==> config.mk <==
export PLATFORM = sky130hd
export DESIGN_NAME = card_number_luhn_classifier_top
export DESIGN_NICKNAME = d
export VERILOG_FILES = /design/src/rtl/core/cnlc_pkg.sv /design/src/rtl/core/cnlc_bcd.sv /design/src/rtl/core/cnlc_scan.sv /design/src/rtl/core/card_number_luhn_classifier_top.sv
export SDC_FILE = /design/constraint.sdc
export NUM_CORES = 1
export LEC_CHECK = 0
export BUFFER_PORTS_ARGS = -buffer_cell sky130_fd_sc_hd__buf_2
export CORE_MARGIN = 4
export CORE_UTILIZATION = 45
export CTS_CLUSTER_SIZE = 24
export DETAILED_ROUTE_END_ITERATION = 8
export GPL_TIMING_DRIVEN = 1
export SYNTH_ARGS = -nofsm -noshare
export SYNTH_HDL_FRONTEND = slang
export SYNTH_HIERARCHICAL = 1
export SYNTH_SLANG_ARGS = --single-unit
==> constraint.sdc <==
create_clock -name clk -period 5.1 [get_ports clk]
set_input_delay 0.765 -clock clk [delete_from_list [all_inputs] [get_ports clk]]
set_output_delay 0.765 -clock clk [all_outputs]
set_load 0.02 [all_outputs]
==> src/rtl/core/cnlc_pkg.sv <==
// ----------------------------------------------------------------------------
// cnlc_pkg: shared types and constants of the card number classifier
// Widths, step counts, class codes, sequencer states and control structs.
// ----------------------------------------------------------------------------
`default_nettype none

package cnlc_pkg;

  localparam int CARD_W        = 63;
  localparam int BIN_W         = 64;              // card number padded to a nibble multiple
  localparam int NUM_DIGITS    = 19;
  localparam int DIGIT_W       = 4;
  localparam int BCD_W         = NUM_DIGITS * DIGIT_W;
  localparam int BITS_PER_STEP = 4;
  localparam int CONV_STEPS    = BIN_W / BITS_PER_STEP;
  localparam int CNT_W         = 5;

  typedef logic [DIGIT_W-1:0] digit_t;
  typedef logic [CNT_W-1:0]   count_t;
  typedef logic [1:0]         card_class_t;

  localparam card_class_t CLASS_INVALID = 2'd0;
  localparam card_class_t CLASS_15_3X   = 2'd1;   // 15 digits, 34 or 37
  localparam card_class_t CLASS_16_5X   = 2'd2;   // 16 digits, 51..55
  localparam card_class_t CLASS_LEAD_4  = 2'd3;   // 13 or 16 digits, leading 4

  localparam count_t LEN_13 = 5'd13;
  localparam count_t LEN_15 = 5'd15;
  localparam count_t LEN_16 = 5'd16;

  typedef enum logic [1:0] {
    ST_IDLE,
    ST_CONV,
    ST_SCAN,
    ST_DONE
  } state_t;

  typedef struct packed {
    logic load;    // take a new card number
    logic conv;    // one binary-to-BCD step
    logic shift;   // present the next digit
  } bcd_ctrl_t;

  typedef struct packed {
    logic   clear;
    logic   step;
    count_t pos;
  } scan_ctrl_t;

  typedef struct packed {
    logic   ok;
    count_t count;
    digit_t lead_hi;
    digit_t lead_lo;
  } scan_res_t;

  function automatic card_class_t classify(input scan_res_t r);
    card_class_t c;
    c = CLASS_INVALID;
    if (r.ok) begin
      if (r.count == LEN_15) begin
        if (r.lead_hi == 4'd3 && (r.lead_lo == 4'd4 || r.lead_lo == 4'd7)) c = CLASS_15_3X;
      end else if (r.count == LEN_16) begin
        if (r.lead_hi == 4'd5 && r.lead_lo >= 4'd1 && r.lead_lo <= 4'd5) c = CLASS_16_5X;
        else if (r.lead_hi == 4'd4) c = CLASS_LEAD_4;
      end else if (r.count == LEN_13) begin
        if (r.lead_hi == 4'd4) c = CLASS_LEAD_4;
      end
    end
    return c;
  endfunction

endpackage

`default_nettype wire

==> src/rtl/core/cnlc_bcd.sv <==
// ----------------------------------------------------------------------------
// cnlc_bcd: shift-and-add-3 binary to BCD converter
// Four bits per step; afterwards shifts out one BCD digit per step, LSD first.
// ----------------------------------------------------------------------------
`default_nettype none

module cnlc_bcd (
  input  wire logic                      clk,
  input  wire cnlc_pkg::bcd_ctrl_t       ctrl,
  input  wire logic [cnlc_pkg::CARD_W-1:0] card_number,
  output logic [cnlc_pkg::DIGIT_W-1:0]   digit
);
  import cnlc_pkg::*;

  logic [BCD_W+BIN_W-1:0] shreg;
  logic [BCD_W+BIN_W-1:0] conv_next;

  // four dependent adjust-and-shift passes over nineteen independent digits
  always_comb begin
    logic [BCD_W+BIN_W-1:0] t;
    t = shreg;
    for (int k = 0; k < BITS_PER_STEP; k++) begin
      for (int j = 0; j < NUM_DIGITS; j++) begin
        if (t[BIN_W + j*DIGIT_W +: DIGIT_W] >= 4'd5)
          t[BIN_W + j*DIGIT_W +: DIGIT_W] = t[BIN_W + j*DIGIT_W +: DIGIT_W] + 4'd3;
      end
      t = {t[BCD_W+BIN_W-2:0], 1'b0};
    end
    conv_next = t;
  end

  always_ff @(posedge clk) begin
    if (ctrl.load) begin
      shreg <= {{(BCD_W+BIN_W-CARD_W){1'b0}}, card_number};
    end else if (ctrl.conv) begin
      shreg <= conv_next;
    end else if (ctrl.shift) begin
      shreg <= {{DIGIT_W{1'b0}}, shreg[BCD_W+BIN_W-1:DIGIT_W]};
    end
  end

  assign digit = shreg[BIN_W +: DIGIT_W];

endmodule

`default_nettype wire

==> src/rtl/core/cnlc_scan.sv <==
// ----------------------------------------------------------------------------
// cnlc_scan: Luhn digit accumulator
// Sums digits mod 10, doubling odd positions; tracks length and lead digits.
// ----------------------------------------------------------------------------
`default_nettype none

module cnlc_scan (
  input  wire logic                        clk,
  input  wire cnlc_pkg::scan_ctrl_t        ctrl,
  input  wire logic [cnlc_pkg::DIGIT_W-1:0] digit,
  output cnlc_pkg::scan_res_t              res
);
  import cnlc_pkg::*;

  digit_t acc, acc_next;
  count_t count;
  digit_t lead_hi, lead_lo, prev;
  logic [4:0] dbl, term, total;

  always_comb begin
    dbl  = {digit, 1'b0};
    term = {1'b0, digit};
    if (ctrl.pos[0]) begin
      term = (dbl > 5'd9) ? dbl - 5'd9 : dbl;
    end
    total    = {1'b0, acc} + term;
    acc_next = (total >= 5'd10) ? 4'(total - 5'd10) : total[DIGIT_W-1:0];
  end

  always_ff @(posedge clk) begin
    if (ctrl.clear) begin
      acc     <= '0;
      count   <= 5'd1;
      lead_hi <= '0;
      lead_lo <= '0;
      prev    <= '0;
    end else if (ctrl.step) begin
      acc  <= acc_next;
      prev <= digit;
      if (digit != '0) begin
        count   <= ctrl.pos + 5'd1;
        lead_hi <= digit;
        lead_lo <= prev;
      end
    end
  end

  always_comb begin
    res.ok      = (acc == '0);
    res.count   = count;
    res.lead_hi = lead_hi;
    res.lead_lo = lead_lo;
  end

endmodule

`default_nettype wire

==> src/rtl/core/card_number_luhn_classifier_top.sv <==
// ----------------------------------------------------------------------------
// card_number_luhn_classifier_top: Luhn check and class code of a card number
// Sequencer around a BCD converter and a digit accumulator, output register.
// ----------------------------------------------------------------------------
// Usage:
//   Input channel: card_number with in_valid / in_stall. A request is taken
//   when in_valid is high and in_stall is low; in_stall is high while a
//   number is being worked on.
//   Output channel: card_class, checksum_ok, digit_count with out_valid /
//   out_stall. One result per request, held stable while out_stall is high.
//   Sequence: conversion at 4 bits per cycle through the shift-add-3
//   converter, then the scan at one digit per cycle into the accumulator,
//   then the classify state, which loads the output register; a new
//   request is taken only once the sequencer is back in idle.
//   The output register frees the sequencer: a new request is taken while a
//   finished result still waits; the next result waits in the classify
//   state until the output register is free.
//   Reset (rst, synchronous, active high) returns the sequencer to idle and
//   drops out_valid; data registers are not cleared.
// ----------------------------------------------------------------------------
`default_nettype none

module card_number_luhn_classifier_top (
  input  wire logic                        clk,
  input  wire logic                        rst,
  input  wire logic                        in_valid,
  output logic                             in_stall,
  input  wire logic [cnlc_pkg::CARD_W-1:0] card_number,
  output logic                             out_valid,
  input  wire logic                        out_stall,
  output logic [1:0]                       card_class,
  output logic                             checksum_ok,
  output logic [cnlc_pkg::CNT_W-1:0]       digit_count
);
  import cnlc_pkg::*;

  state_t     state, state_next;
  count_t     step, step_next;
  bcd_ctrl_t  bcd_ctrl;
  scan_ctrl_t scan_ctrl;
  scan_res_t  scan_res;
  digit_t     digit;
  logic       out_free;
  logic       out_load;

  assign out_free = !out_valid || !out_stall;

  // next state
  always_comb begin
    state_next = state;
    step_next  = step;
    case (state)
      ST_IDLE: begin
        step_next = '0;
        if (in_valid) state_next = ST_CONV;
      end
      ST_CONV: begin
        if (step == 5'(CONV_STEPS - 1)) begin
          step_next  = '0;
          state_next = ST_SCAN;
        end else begin
          step_next = step + 5'd1;
        end
      end
      ST_SCAN: begin
        if (step == 5'(NUM_DIGITS - 1)) begin
          step_next  = '0;
          state_next = ST_DONE;
        end else begin
          step_next = step + 5'd1;
        end
      end
      ST_DONE: begin
        if (out_free) state_next = ST_IDLE;
      end
      default: begin
        state_next = ST_IDLE;
        step_next  = '0;
      end
    endcase
  end

  // outputs
  always_comb begin
    in_stall        = 1'b1;
    bcd_ctrl        = '0;
    scan_ctrl       = '0;
    scan_ctrl.pos   = step;
    out_load        = 1'b0;
    case (state)
      ST_IDLE: begin
        in_stall        = 1'b0;
        bcd_ctrl.load   = in_valid;
        scan_ctrl.clear = in_valid;
      end
      ST_CONV: bcd_ctrl.conv = 1'b1;
      ST_SCAN: begin
        bcd_ctrl.shift = 1'b1;
        scan_ctrl.step = 1'b1;
      end
      ST_DONE: out_load = out_free;
      default: in_stall = 1'b1;
    endcase
  end

  always_ff @(posedge clk) begin
    if (rst) begin
      state <= ST_IDLE;
      step  <= '0;
    end else begin
      state <= state_next;
      step  <= step_next;
    end
  end

  // output register
  always_ff @(posedge clk) begin
    if (rst) begin
      out_valid <= 1'b0;
    end else if (out_load) begin
      out_valid <= 1'b1;
    end else if (!out_stall) begin
      out_valid <= 1'b0;
    end
  end

  always_ff @(posedge clk) begin
    if (out_load) begin
      card_class  <= classify(scan_res);
      checksum_ok <= scan_res.ok;
      digit_count <= scan_res.count;
    end
  end

  cnlc_bcd u_bcd (
    .clk         (clk),
    .ctrl        (bcd_ctrl),
    .card_number (card_number),
    .digit       (digit)
  );

  cnlc_scan u_scan (
    .clk   (clk),
    .ctrl  (scan_ctrl),
    .digit (digit),
    .res   (scan_res)
  );

endmodule

`default_nettype wire
==> impl_metrics.env, run 1 <==
export IMPL_syn_area_sq_mm=0.0164
export IMPL_fin_tns_setup_ns=0
export IMPL_relSlewSlack_pct=25.5
export IMPL_clk_pin_slew_worst_paths_ns=0.07
export IMPL_final_setup_worst_slack_ns=1.03
export IMPL_setup_viol=0
export IMPL_worstSetupStartpointType="register"
export IMPL_postRouteAntennaNets=0
export IMPL_cap_viol_max_count=0
export IMPL_worstHoldPathType="reg2reg"
export IMPL_vias=14400
export IMPL_syn_instance_count=1995
export IMPL_cp_buffers_inverters=3
export IMPL_path_class="reg2reg"
export IMPL_die_w_um=199
export IMPL_fillers=3502
export IMPL_row_count=69
export IMPL_crit_fanout=8
export IMPL_holdBufCountCts=0
export IMPL_drt_first_pass_iters=6
export IMPL_synth_edf_count=71
export IMPL_max_freq_mhz=246
export IMPL_clock_latency_ns=0.45
export IMPL_layout_commonest_cell="nand2_1"
export IMPL_ios=77
export IMPL_clock_skew_ns=0.0108
export IMPL_crit_chain="inv_1 > ha_1 > nor2b_1 > o21ai_0 > nor2_1 > inv_1 > ha_1 > o21bai_1 > a211oi_1 > a21oi_1 > inv_1 > ha_1 > a2111oi_0 > a221oi_1 > o32a_1 > a211o_1 > nor2_1 > a21oi_1 > o22ai_1"
export IMPL_status="finished, final reports clean"
export IMPL_fin_crit_ns=4.07
export IMPL_finalHoldViolCount=0
export IMPL_drt_total_wl_um=38700
export IMPL_max_stage_delay_ns=0.46
export IMPL_ys_warn_count=6
export IMPL_register_area_sq_mm=0.00425
export IMPL_start_util_pct=45.9
export IMPL_critPathSlowestCell="dfxtp_1"
export IMPL_gr_usage_all_layers_pct=19.4
export IMPL_ys_seq_elements=177
export IMPL_synthArstFlopShare_pct=0
export IMPL_place_hpwl_um=28000
export IMPL_cts_htree_levels=4
export IMPL_grt_max_degree=171
export IMPL_end_kind="register"
export IMPL_antenna_found_initial=1
export IMPL_worstMarginPinSlew_ns=1.12
export IMPL_multi_input_area_sq_mm=0.0113
export IMPL_ctsResizeCount=0
export IMPL_die_y_um=199
export IMPL_post_route_period_util_pct=79.8
export IMPL_postCtsSetupRepairBufs=0
export IMPL_dp_slack_ns=1.06
export IMPL_gr_total_overflow=0
export IMPL_drt_iter0_drc=933
export IMPL_cts_sinks=177
export IMPL_cp_top_family="compound AO/OA/AOI/OAI gates"
export IMPL_final_cell_mix="nand2_1 (201), o21ai_0 (169), nor2_1 (154), mux2i_1 (154), inv_1 (111)"
export IMPL_globalplace_congestion=0.831
export IMPL_wire_per_inst_um=15.5
export IMPL_area_delta_synth_final_pct=8.07
export IMPL_syn_nets=2155
export IMPL_grt_pass1_vias=13600
export IMPL_synthFlopType="dfxtp_1"
export IMPL_port_buffers=76
export IMPL_slew_violations=0
export IMPL_cp_data_arrival_time_ns=4.43
export IMPL_synth_area_per_cell_sq_um=8.22
export IMPL_hold_slack_ns=0.467
export IMPL_synth_distinct_cells=110
export IMPL_seq_area_frac_synth_pct=25.9
export IMPL_die_area_sq_mm=0.0396
export IMPL_numCtsBuffers=17
export IMPL_grt_first_pass_wirelength_um=65600
export IMPL_num_antenna_cells=0
export IMPL_worstPathRequired_ns=5.46
export IMPL_core_sq_mm=0.0357
export IMPL_drive_gt1_share_pct=13.3
export IMPL_grt_setup_unrepaired="false"
export IMPL_via_per_inst=5.79
export IMPL_ctsRootBufferMaster="clkbuf_16"
export IMPL_final_nets=2178
export IMPL_cts_buffer_depth=2
export IMPL_cts_tree="yes"
export IMPL_drc=0
==> final cells by class <==
| type | count | area share (%) |
|---|---|---|
| inverters | 124 | 2.63 |
| multi-input cells | 1609 | 64.0 |
| clock inverters | 14 | 0.819 |
| repair buffers | 89 | 2.84 |
| clock buffers | 18 | 2.48 |
| well taps | 461 | 3.25 |
| flip-flops and latches | 177 | 24.0 |
==> cell usage after synthesis (all sizes together), types with 7 or more instances <==
cell type	count	share of area, %
a2111oi	14	1.0
a211o	8	0.43
a211oi	54	2.7
a21o	16	0.73
a21oi	134	4.9
a221oi	11	0.63
a22o	7	0.37
a22oi	9	0.50
a2bb2oi	10	0.53
a311oi	11	0.66
a31o	9	0.48
a31oi	34	1.5
and2	24	0.93
and3	10	0.38
buf	27	0.92
clkbuf	58	1.3
dfxtp	106	13
edfxtp	71	13
ha	92	7.0
inv	122	2.8
mux2	27	1.9
mux2i	155	9.5
nand2	201	4.6
nand2b	37	1.4
nand3	25	0.76
nand3b	7	0.32
nor2	158	3.7
nor2b	32	1.2
nor3	23	0.73
nor3b	22	1.1
nor4	7	0.27
o211a	12	0.73
o211ai	25	1.2
o21a	22	1.0
o21ai	211	6.6
o21bai	13	0.60
o22ai	26	0.99
o31ai	10	0.69
o32ai	7	0.42
or2	12	0.47
or3	13	0.50
xnor2	43	2.6
xor2	21	1.5
==> metrics by stage <==
stage,cell area (sq um),utilization (%),cells
after floorplan,16400,-,1995
after global placement,17100,47.9,2460
after detailed placement,17100,47.9,2460
after CTS,17700,49.6,2492
after global routing,17700,49.6,2492
final,17700,49.6,2492
==> kinds of logic (layout without fill, tap and decap cells) <==
logic type	count (synthesis)	in the layout	share of synthesized area, %
and+or+nand+nor	589	589	17.4
DFF	177	177	25.9
xor gates and xnor gates	64	64	4.13
buffers and inverters	209	245	5.10
AOI/OAI and AO/OA	681	681	28.9
muxes	182	182	11.4
adders and majority gates	93	93	7.14
==> registers in the layout, summed over array words and instances, names as in the netlist, 2 cells and up <==
register	flops
card_class	2
digit_count	5
state	2
step	5
u_bcd/shreg	140
u_scan/acc	4
u_scan/count	5
u_scan/lead_hi	4
u_scan/lead_lo	4
u_scan/prev	4
==> worst paths after layout <==
path / end / start / slack, ns / cells after the start
worst max-delay path: u_bcd/shreg[121] / u_bcd/shreg[120] / 1.03 / 19
worst min-delay path: u_scan/prev[3] / u_scan/prev[3] / 0.47 / 2
worst max register to register: u_bcd/shreg[121] / u_bcd/shreg[120] / 1.03 / 19
worst min register to register: u_scan/prev[3] / u_scan/prev[3] / 0.47 / 2
==> worst register-to-register path: cells and delay by family, from the launching register on <==
family                   cells  cell delay, ns
adder cells (fa/ha/maj)      3            0.64
AO/OA/AOI/OAI               10            2.31
AND/OR/NAND/NOR              3            0.34
flip-flops                   1            0.46
buffers and inverters        3            0.24
==> routing by layer <==
metal	track usage, %	vias up	share of wire, %
met2	32.6	238	47
met3	3.15	30	3.7
met4	3.80	2	1.0
met5	0	-	0.018
li1	-	7404	-
met1	26.6	6746	48
Power of run 1 is not shown: default switching activity piles up to over one toggle a cycle in this logic, so the estimate is an artifact.
==> run 2: changes to the inputs <==
--- a/config.mk
+++ b/config.mk
@@ -5,6 +5,7 @@
 export SDC_FILE = /design/constraint.sdc
 export NUM_CORES = 1
 export LEC_CHECK = 0
+export ABC_AREA = 1
 export BUFFER_PORTS_ARGS = -buffer_cell sky130_fd_sc_hd__buf_2
 export CORE_MARGIN = 4
 export CORE_UTILIZATION = 45
==> constraint.sdc (replaced) <==
create_clock -name clk -period 4.2 [get_ports clk]
set_input_delay 0.63 -clock clk [delete_from_list [all_inputs] [get_ports clk]]
set_output_delay 0.63 -clock clk [all_outputs]
set_load 0.02 [all_outputs]
==> run 2 against run 1 <==
Compared with the run above:
- utilization is 0.36 points higher
- synthesized cell count up 18%
- critical path depth rose by 11
- non-clock buffer count rose by 3
- sequential cell count stayed put
- synthesized area shrank 2.8%
- first-iteration DRC count is 6.0% higher
==> impl_metrics.env, run 2 <==
export IMPL_largest_reg_flops=140
export IMPL_grt_max_degree=85
export IMPL_regMostFlops="u_bcd/shreg"
export IMPL_row_count=68
export IMPL_seq_area_frac_synth_pct=26.7
export IMPL_fin_crit_ns=3.42
export IMPL_syn_area_sq_mm=0.0159
export IMPL_post_route_period_util_pct=81.3
export IMPL_globalplace_congestion=0.822
export IMPL_postRouteAntennaNets=0
export IMPL_slew_violations=0
export IMPL_ios=77
export IMPL_clock_skew_ns=0.0108
export IMPL_worstMarginPinSlew_ns=0.954
export IMPL_drt_total_wl_um=40100
export IMPL_max_freq_mhz=293
export IMPL_die_area_sq_mm=0.0385
export IMPL_core_sq_mm=0.0347
export IMPL_worstSetupStartpointType="register"
export IMPL_cts_sinks=177
export IMPL_max_stage_delay_ns=0.37
export IMPL_start_util_pct=45.9
export IMPL_holdBufCountCts=0
export IMPL_status="finished, final reports clean"
export IMPL_path_class="reg2reg"
export IMPL_synth_area_per_cell_sq_um=6.77
export IMPL_synth_edf_count=71
export IMPL_critPathSlowestCell="dfxtp_1"
export IMPL_fin_tns_setup_ns=0
export IMPL_die_y_um=196
export IMPL_final_nets=2560
export IMPL_setup_viol=0
export IMPL_yosysTopAreaCellShare_pct=14.1
export IMPL_ctsRootBufferMaster="clkbuf_16"
export IMPL_ys_top_cells_by_count="nand2_1 (600), inv_1 (335), nand3_1 (197)"
export IMPL_worstHoldPathType="in2reg"
export IMPL_vias=15400
export IMPL_grt_pass1_vias=14400
export IMPL_cts_tree="yes"
export IMPL_gr_total_overflow=0
export IMPL_relSlewSlack_pct=36.4
export IMPL_placed_cells=2836
export IMPL_cap_viol_max_count=0
export IMPL_clk_pin_slew_worst_paths_ns=0.07
export IMPL_ctsResizeCount=0
export IMPL_crit_fanout=5
export IMPL_drt_iter0_drc=989
export IMPL_ys_seq_elements=177
export IMPL_via_per_inst=5.36
export IMPL_syn_instance_count=2356
export IMPL_drc=0
export IMPL_crit_path_frequent_cell="nand2_1"
export IMPL_synth_largest_area_cell="nand2_1"
export IMPL_cts_buffer_depth=2
export IMPL_synth_distinct_cells=49
export IMPL_end_kind="register"
export IMPL_antenna_found_initial=1
export IMPL_synth_most_common_cell="nand2_1"
export IMPL_wire_per_inst_um=14.0
export IMPL_cp_data_arrival_time_ns=3.79
export IMPL_drt_first_pass_iters=5
export IMPL_ys_warn_count=6
export IMPL_synthArstFlopShare_pct=0
export IMPL_die_w_um=196
export IMPL_syn_nets=2516
export IMPL_cts_htree_levels=4
export IMPL_gr_usage_all_layers_pct=20.5
export IMPL_postCtsSetupRepairBufs=0
export IMPL_synthFlopType="dfxtp_1"
export IMPL_layout_commonest_cell="nand2_1"
export IMPL_area_delta_synth_final_pct=8.74
export IMPL_finalNonFillerCells=2868
export IMPL_grt_setup_unrepaired="false"
export IMPL_final_cell_mix="nand2_1 (598), inv_1 (332), nand3_1 (197)"
export IMPL_finalHoldViolCount=0
export IMPL_port_buffers=76
export IMPL_numCtsBuffers=17
export IMPL_worstPathRequired_ns=4.58
export IMPL_place_hpwl_um=29400
export IMPL_hold_slack_ns=0.423
export IMPL_grt_first_pass_wirelength_um=67300
export IMPL_clock_latency_ns=0.45
export IMPL_drive_gt1_share_pct=16.1
export IMPL_synth_area_top_cells="nand2_1 (14%), edfxtp_1 (13%), dfxtp_1 (13%), inv_1 (7.9%), ha_1 (7.2%)"
## run 2: cell types whose count changed in the layout (fill, tap and decap cells not counted), moves of 39 or more
cell	delta
a211oi_1	-46
nor2_1	-39
nand3_1	+172
mux2i_1	-154
nand2_2	+91
nand2_1	+397
nand3_2	+49
o22ai_1	+76
inv_1	+221
o21ai_0	-80
## run 2: final timing paths
| check | start | endpoint | slack (ns) | depth (start not counted) |
|---|---|---|---|---|
| worst min register to register | u_scan/prev[3] | u_scan/prev[3] | 0.46 | 2 |
| worst max-delay path | u_bcd/shreg[132] | u_bcd/shreg[137] | 0.78 | 30 |
| worst min-delay path | rst | out_valid | 0.42 | 2 |
| worst max register to register | u_bcd/shreg[132] | u_bcd/shreg[137] | 0.78 | 30 |
## run 2: cells by family after synthesis
logic type,Yosys count,share of synthesized area [%]
compound gates,423,16.3
xor+xnor,20,2.35
fa+ha+maj,93,7.35
buf+inv,429,10.3
flops,177,26.7
simple gates,1214,37.0
## run 2: critical path: cells and delay by family (launching register included)
| kind | cells | cell delay (ns) |
|---|---|---|
| AND/OR/NAND/NOR | 17 | 1.49 |
| adder cells (fa/ha/maj) | 4 | 0.76 |
| buffers and inverters | 8 | 0.63 |
| flip-flops | 1 | 0.37 |
| AO/OA/AOI/OAI | 1 | 0.14 |
## run 2: layout make-up
type | instances | area (sq um)
timing repair buffer | 92 | 513
tap | 455 | 569
inverter | 362 | 1360
antenna | 1 | 2.50
multi-input combinational | 1750 | 10100
sequential | 177 | 4250
clock buffer | 17 | 425
clock inverter | 14 | 154
fill | 3510 | 17400
## run 2: routing by layer
layer / vias up / track usage [%] / part of all wire (%)
li1: 7939 / - / -
met1: 7125 / 27.5 / 47
met2: 270 / 35.5 / 48
met3: 32 / 2.42 / 3.2
met4: 0 / 4.58 / 1.2
met5: - / 0 / 0
## run 2: per-stage QoR
stage               setup WS (ns)  area, sq um  utilization [%]
floorplan                   0.965        15900                -
global placement            0.991        16800             48.3
detailed placement          0.881        16800             48.3
CTS                         0.787        17300             49.9
global route                0.380        17300             49.9
finish                      0.783        17300             49.9
Power of run 2 is left out for the same reason.
